==> config.mk <==
export PLATFORM = sky130hd
export DESIGN_NAME = mmct_ctrl
export DESIGN_NICKNAME = d
export VERILOG_FILES = /design/src/design/mmct_pkg.sv /design/src/design/mmct_ctrl.sv
export SDC_FILE = /design/constraint.sdc
export NUM_CORES = 1
export LEC_CHECK = 0
export ABC_AREA = 1
export BUFFER_PORTS_ARGS = -buffer_cell sky130_fd_sc_hd__buf_2
export CAP_MARGIN = 15
export CORE_AREA = 2 2 39 41
export DETAILED_ROUTE_END_ITERATION = 16
export DIE_AREA = 0 0 41 43
export SLEW_MARGIN = 20
export SYNTH_ARGS = -nofsm -noshare
export SYNTH_HDL_FRONTEND = slang
export SYNTH_SLANG_ARGS = --single-unit
==> constraint.sdc <==
create_clock -name i_clk -period 1 [get_ports i_clk]
set_input_delay 0.05 -clock i_clk [delete_from_list [all_inputs] [get_ports i_clk]]
set_output_delay 0.05 -clock i_clk [all_outputs]
set_load 0.01 [all_outputs]
==> src/design/mmct_pkg.sv <==
// shared types and constants for the multiset mode count tracker
package mmct_pkg;

    localparam int SYM_W  = 12;
    localparam int MODE_W = 13;

    localparam logic CMD_INSERT = 1'b0;
    localparam logic CMD_REMOVE = 1'b1;

    // strobes from the controller to the datapath, one-cycle but for clr
    typedef struct packed {
        logic clr;   // clearing pass, zero one entry of each table
        logic cap;   // input transfer, capture cmd and symbol
        logic look;  // read the symbol count
        logic eval;  // check the item, write the new symbol count, read old bucket
        logic dec;   // update the old bucket, read the new bucket
        logic inc;   // update the new bucket
        logic fin;   // load the result register
    } t_cmd;

    typedef struct packed {
        logic clr_done;  // last entry of the clearing pass
        logic item_ok;   // item is applied, valid during eval
        logic out_busy;  // result register full and not taken this cycle
    } t_sts;

endpackage

==> src/design/mmct_ctrl.sv <==
// controller state machine for the mode count tracker
module mmct_ctrl (
    input  logic           i_clk,
    input  logic           i_rst_n,
    input  logic           i_in_valid,
    output logic           o_in_ready,
    input  mmct_pkg::t_sts i_sts,
    output mmct_pkg::t_cmd o_cmd
);

    typedef enum logic [6:0] {
        ST_CLEAR = 7'b0000001,
        ST_IDLE  = 7'b0000010,
        ST_LOOK  = 7'b0000100,
        ST_EVAL  = 7'b0001000,
        ST_DEC   = 7'b0010000,
        ST_INC   = 7'b0100000,
        ST_FIN   = 7'b1000000
    } t_state;

    t_state r_state;
    t_state n_state;

    always_ff @(posedge i_clk) begin
        if (!i_rst_n) begin
            r_state <= ST_CLEAR;
        end else begin
            r_state <= n_state;
        end
    end

    assign o_in_ready = (r_state == ST_IDLE);

    always_comb begin
        n_state = r_state;
        o_cmd   = '0;
        case (r_state)
            ST_CLEAR: begin
                o_cmd.clr = 1'b1;
                if (i_sts.clr_done) begin
                    n_state = ST_IDLE;
                end
            end
            ST_IDLE: begin
                if (i_in_valid) begin
                    o_cmd.cap = 1'b1;
                    n_state   = ST_LOOK;
                end
            end
            ST_LOOK: begin
                o_cmd.look = 1'b1;
                n_state    = ST_EVAL;
            end
            ST_EVAL: begin
                o_cmd.eval = 1'b1;
                n_state    = i_sts.item_ok ? ST_DEC : ST_FIN;
            end
            ST_DEC: begin
                o_cmd.dec = 1'b1;
                n_state   = ST_INC;
            end
            ST_INC: begin
                o_cmd.inc = 1'b1;
                n_state   = ST_FIN;
            end
            ST_FIN: begin
                if (!i_sts.out_busy) begin
                    o_cmd.fin = 1'b1;
                    n_state   = ST_IDLE;
                end
            end
            default: begin
                n_state = ST_CLEAR;
            end
        endcase
    end

endmodule

==> impl_metrics.csv, run 1 <==
group,metric,value,unit
final_layout,register_area,151,µm²
power,power.density,1180,nW/µm²
final_layout,largest_register,"r_state",
sta,rsz0062_at_grt,"yes",
setup_path,arrival,1.22,ns
setup_path,slowest_stage,"dfxtp_2",
route,ant_nets,0,
global_route,antenna_found_initial,0,
global_route,overflow,0,
global_route,grt_usage,18.9,%
place,place.gp.congestion,0.774,
power,ir_drop,687,µV
power,p_sw_share,35.7,%
clocking,clock_latency,0.26,ns
sta,fin_ws,-0.266,ns
yosys,netlist_area,488,µm²
route,drc,0,
route,via_per_inst,4.41,
yosys,synthCells,76,
yosys,avgSynthCellArea,6.42,µm²
final_layout,largestRegisters,"r_state (7)",
final_layout,drive_gt1_share,63.1,%
power,intPower,0.000598,W
yosys,yosysUniqueCellTypes,14,
place,dpl.hpwl,866,µm
status,violations,"setup timing",
floorplan,dieArea,1760,µm²
setup_path,crit_type,"flop to primary output",
sta,max_freq,790,MHz
sta,drv_slew,0,
power,pwr-share-clk,29.1,%
final_layout,n_antenna_cell,0,
floorplan,placementRows,14,
final_layout,syn2layout_area_growth,61.3,%
worst_hold_path,min_path_cells,3,
sta,period_needed,1.27,ns
setup_path,rr_endpoint,"r_state[0]$_SDFFE_PN1P_",
yosys,synth-seq-cells,7,
yosys,synth_xor_area_share,0,%
final_layout,final_cell_mix,"nand2_1 (14), inv_1 (12), buf_2 (9)",
clocking,cts_inserted_buffers,3,
clocking,path_clk_slew,0.06,ns
power,p_leak,0.430,nW
setup_path,start_kind,"flop",
yosys,yosys.area_share.adder,0,%
sta,worstMarginPinSlew,0.195,ns
final_layout,multiInputGateArea,330,µm²
final_layout,final_common_cell,"nand2_1",
route,wl_per_cell,11.0,µm
floorplan,die_h,43,µm
route,firstDrtPassIters,2,
global_route,gr-usage-met2,29.7,%
sta,clock_skew,0.0125,ns
setup_path,crit_path_max_incr_delay,0.33,ns
setup_path,cp.required,0.95,ns
global_route,grt_max_degree,6,
setup_path,ff2ff_setup_slack,-0.23,ns
clocking,h-tree-depth,1,
setup_path,reg2reg_depth,8,
clocking,hold_buffers,0,
route,finalWirelength,1300,µm
final_layout,fin_util,56.9,%
setup_path,r2r-start,"r_state[0]$_SDFFE_PN1P_",
power,pwr-share-seq,35.0,%
clocking,cts_tree,"done",
job,max_cap_violations,0,
place,io_buffers,13,
worst_hold_path,hp-class,"input pin to flop",
yosys,seq_area_frac_synth,28.7,%
route,drtIter0Drc,10,
clocking,clockBufferDepth,2,
setup_path,end_kind,"primary output",
place,pre_cts_slack,-0.119,ns
clocking,cts_root_buffer,"clkbuf_4",
setup_path,crit_chain,"nor2_4, nand2_2, nor2_4, inv_2, nor2_1, buf_2",
yosys,synth_simple_gate_area_share,55.9,%
floorplan,start_util,35.3,%
yosys,muxShareOfSynthArea,0,%
yosys,synth_top_family_by_area,"simple AND/OR/NAND/NOR gates",
sta,period_share,127,%
route,vias,525,
floorplan,core,1380,µm²
yosys,ys_warn_count,0,
global_route,gr-usage-met3,3.14,%
final_layout,largest_register_ffs,7,
global_route,grt_pass1_vias,525,
clocking,cts.sinks,7,
sta,hold_viol,0,
status,run_status,"finished with violations",
power,p_switching,0.000332,W
global_route,grt_pass1_wl,2170,µm
worst_hold_path,whs_endpoint,"r_state[6]$_SDFFE_PN0P_",
final_layout,final_nets,110,
sta,slew_headroom,87.0,%
setup_path,crit_path_frequent_cell,"nor2_4",
sta,setup_viol,14,
global_route,grt_most_used_layer,"met2",
floorplan,die_x,41,µm
floorplan,pin_count,14,
worst_hold_path,worstHoldStart,"i_rst_n",
yosys,syn-num-nets,82,
power,pwr-share-comb,35.9,%
final_layout,fillers,138,
setup_path,path_max_fanout,4,
global_route,met1_usage,22.2,%
yosys,synth-compound-area-share,0,%
setup_path,cp-startpoint,"r_state[0]$_SDFFE_PN1P_",
## synth_stat cells (all sizes together)
cell type / n / area share [%]
dfxtp: 7 / 29
inv: 20 / 15
nand2: 21 / 19
nand3: 7 / 9.2
nand4: 1 / 1.3
nor2: 15 / 18
nor3: 4 / 6.2
or2: 1 / 1.8
## final cells by class
class	count	area share [%]
clock buffer	3	2.86
clock inverter	1	0.636
inverter	20	9.86
multi-input combinational	49	42.0
sequential	7	19.2
tap	16	2.54
timing repair buffer	23	22.9
## stage by stage
step           TNS, ns  instance area, µm²  std cells  power, W  hold WS, ns
2_1_floorplan  -0.0692                 494         76  0.000509        0.148
3_3_place_gp    -0.522                 594        107  0.000567        0.303
3_5_place_dp    -0.514                 594        107  0.000568        0.301
4_1_cts          -2.42                 776        119  0.000912       0.0256
5_1_grt          -3.56                 787        119  0.000985       0.0362
6_report         -2.61                 787        119  0.000930       0.0240
## worst max-delay path, delay by kind of cell, from the launching register on
family,cells,cell delay [ns]
flip-flops,1,0.33
buffers and inverters,2,0.18
AND/OR/NAND/NOR,4,0.45
## power by group through the flow
stage	Sequential, W	Clock [W]	Combinational (W)
3_3_place_gp	0.000331	0	0.000236
2_1_floorplan	0.000328	0	0.000181
3_5_place_dp	0.000330	0	0.000238
6_report	0.000326	0.000271	0.000334
4_1_cts	0.000326	0.000271	0.000315
5_1_grt	0.000330	0.000294	0.000361
## metal layers
metal  part of all wire [%]  up-vias
met5                      0        -
met1                     42      231
met3                    4.4        4
met4                    3.3        0
li1                       -      275
met2                     50       15
## timing repair
action                                  4_1_cts  5_1_grt
buffers inserted                              8        0
pin swaps                                    14        4
resized for setup                            28        2
endpoints found under the setup margin       13       14
## cell families after synthesis
logic type	after synthesis
buffers and inverters	20
and+or+nand+nor	49
DFF	7
## worst max-delay path by stage
stage                                   end  slack [ns]  cells after the start
global route                       o_cmd[0]       -0.35                      6
finish                             o_cmd[0]       -0.27                      6
global placement    r_state[0]$_SDFFE_PN1P_       -0.12                      7
detailed placement  r_state[0]$_SDFFE_PN1P_       -0.12                      7
floorplan           r_state[0]$_SDFFE_PN1P_       -0.04                      8
CTS                                o_cmd[0]       -0.26                      6
No activity file was read; power rests on OpenSTA's default activity.
==> run 2, diff against run 1 <==
--- a/config.mk
+++ b/config.mk
@@ -5,12 +5,11 @@
 export SDC_FILE = /design/constraint.sdc
 export NUM_CORES = 1
 export LEC_CHECK = 0
-export ABC_AREA = 1
 export BUFFER_PORTS_ARGS = -buffer_cell sky130_fd_sc_hd__buf_2
 export CAP_MARGIN = 15
-export CORE_AREA = 2 2 39 41
+export CORE_AREA = 4 4 41 43
 export DETAILED_ROUTE_END_ITERATION = 16
-export DIE_AREA = 0 0 41 43
+export DIE_AREA = 0 0 45 47
 export SLEW_MARGIN = 20
 export SYNTH_ARGS = -nofsm -noshare
 export SYNTH_HDL_FRONTEND = slang
==> run 2 against run 1 <==
The run still ends with setup timing left; register-to-register slack lost 0.63 ns; final cell count shrank 7.6%; total power grew 17%; via count grew 5.7%; critical endpoint is now o_cmd[5]; largest cell class unchanged; largest power group unchanged; highest routed layer unchanged.
==> impl_metrics.csv, run 2 <==
group,metric,value,unit
status,run_status,"finished with violations",
status,violations,"setup timing",
route,finalWirelength,1480,µm
worst_hold_path,hp-class,"input pin to flop",
yosys,ys_warn_count,0,
final_layout,final_nets,102,
sta,max_freq,509,MHz
global_route,gr-usage-met2,27.4,%
yosys,avgSynthCellArea,8.38,µm²
floorplan,dieArea,2120,µm²
sta,fin_ws,-0.963,ns
yosys,post-synth-top-count-cell,"nor3_1",
route,drtIter0Drc,10,
route,via_per_inst,5.05,
job,max_cap_violations,0,
place,place_inst,99,
yosys,yosysUniqueCellTypes,28,
floorplan,start_util,36.1,%
global_route,gr-usage-met3,5.75,%
power,pwr-share-comb,46.1,%
global_route,overflow,0,
sta,worstMarginPinSlew,0.263,ns
final_layout,largest_register_ffs,7,
place,place.gp.congestion,0.767,
setup_path,start_kind,"flop",
final_layout,final_cell_mix,"buf_4 (18), buf_2 (10), buf_6 (8)",
final_layout,largestRegisters,"r_state (7)",
sta,clock_skew,0.00192,ns
yosys,async_reset_ff_share,0,%
route,drc,0,
sta,period_needed,1.96,ns
floorplan,die_h,47,µm
global_route,grt_pass1_vias,547,
yosys,synth_top_cell_by_area,"dfxtp_1",
sta,slew_headroom,82.3,%
clocking,path_clk_slew,0.06,ns
final_layout,final_area,883,µm²
yosys,synth_ff_type,"dfxtp_1",
yosys,synth_top_cell_area_share,29.9,%
global_route,grt_max_degree,9,
clocking,hold_buffers,0,
place,place_area,712,µm²
power,pwr-share-seq,28.7,%
final_layout,n_antenna_cell,0,
floorplan,placementRows,13,
clocking,h-tree-depth,1,
power,p_leak,0.385,nW
yosys,synth-seq-cells,7,
power,p_switching,0.000357,W
setup_path,crit_type,"flop to primary output",
final_layout,syn2layout_area_growth,88.3,%
global_route,antenna_found_initial,0,
route,wl_per_cell,13.4,µm
clocking,cts_tree,"done",
sta,hold_viol,0,
setup_path,end_kind,"primary output",
setup_path,arrival,1.91,ns
power,intPower,0.000727,W
clocking,cts_inserted_buffers,3,
yosys,netlist_area,469,µm²
clocking,cts.sinks,7,
final_layout,drive_gt1_share,64.2,%
floorplan,core,1300,µm²
global_route,grt_most_used_layer,"met2",
final_layout,final_common_cell,"buf_4",
sta,setup_viol,15,
clocking,clockBufferDepth,2,
power,p_sw_share,32.9,%
clocking,clock_latency,0.26,ns
setup_path,cp.required,0.95,ns
sta,drv_slew,0,
sta,rsz0062_at_grt,"yes",
yosys,synthTopCellsByArea,"dfxtp_1 (30%), nor3_1 (8.5%), nand2b_1 (5.3%)",
route,firstDrtPassIters,4,
place,io_buffers,13,
floorplan,die_x,45,µm
floorplan,pin_count,14,
global_route,met1_usage,19.6,%
yosys,synthCells,56,
clocking,cts_root_buffer,"clkbuf_4",
power,ir_drop,797,µV
route,vias,555,
sta,period_share,196,%
yosys,syn-num-nets,62,
final_layout,fillers,115,
yosys,synth_edf_count,0,
power,power.density,1230,nW/µm²
place,dpl.hpwl,1080,µm
yosys,seq_area_frac_synth,29.9,%
setup_path,path_max_fanout,2,
final_layout,final_cells,110,
final_layout,largest_register,"r_state",
global_route,grt_usage,16.3,%
yosys,yosys-top-cells-count,"nor3_1 (8), dfxtp_1 (7), nor2_1 (5), inv_1 (4), nand2b_1 (4)",
route,ant_nets,0,
global_route,grt_pass1_wl,2460,µm
power,pwr-share-clk,25.2,%
run 2: power groups by stage:
stage / Combinational [W] / Clock, W / Sequential (W)
after floorplan: 0.000261 / 0 / 0.000326
after global placement: 0.000414 / 0 / 0.000315
after detailed placement: 0.000421 / 0 / 0.000317
after CTS: 0.000489 / 0.000283 / 0.000311
after global routing: 0.000538 / 0.000303 / 0.000313
final: 0.000500 / 0.000273 / 0.000311
run 2: metrics by stage:
step | utilization [%] | setup TNS (ns) | worst slack [ns] | hold WS [ns] | total power, W
global placement | 54.7 | -6.83 | -0.683 | 0.289 | 0.000729
CTS | 66.7 | -9.18 | -0.950 | 0.0222 | 0.00108
detailed placement | 54.7 | -6.93 | -0.719 | 0.293 | 0.000738
floorplan | - | -5.65 | -0.797 | 0.133 | 0.000587
global route | 67.9 | -10.21 | -1.03 | 0.0303 | 0.00115
finish | 67.9 | -9.40 | -0.963 | 0.0277 | 0.00108
run 2: logic make-up (layout without fill, tap and decap cells):
group	count (synthesis)	after routing	share of synthesized area, %
AO/OA/AOI/OAI	9	9	15.7
XOR/XNOR	2	2	3.73
AND/OR/NAND/NOR	32	32	44.3
flip-flops	7	7	29.9
buffers and inverters	6	45	6.40
run 2: cell type report:
type,count,area (µm²),share of cell area [%]
Tap cell,15,18.8,2.12
Inverter,4,15.0,1.70
Multi-Input combinational cell,43,388,43.9
Clock buffer,4,26.3,2.97
Timing Repair Buffer,37,290,32.9
Sequential cell,7,145,16.4
run 2: worst paths after layout:
check | start | end | slack (ns) | cells past startpoint
max | r_state[0]$_SDFFE_PN1P_ | o_cmd[5] | -0.96 | 5
min | i_sts[1] | r_state[4]$_SDFFE_PN0P_ | 0.03 | 2
max reg2reg | r_state[0]$_SDFFE_PN1P_ | r_state[1]$_SDFFE_PN0P_ | -0.86 | 5
min reg2reg | r_state[1]$_SDFFE_PN0P_ | r_state[5]$_SDFFE_PN0P_ | 0.69 | 3
run 2: worst max-delay path: stages, from the launching register on:
cell and delay (ns):
dfxtp_1 0.31, or4_4 0.53, or4b_4 0.51, inv_2 0.07, and2_1 0.12, buf_2 0.12
run 2: timing repair:
item	CTS	global route
setup endpoints to repair	15	15
pin swaps	5	5
resized for setup	16	4
setup buffers	7	0
cloned	0	0
run 2: layer usage:
metal  wire, µm  vias to the layer above
met1        662                      259
met3         81                        2
met2        721                       12
met4         13                        0
met5          0                        -
li1           -                      282
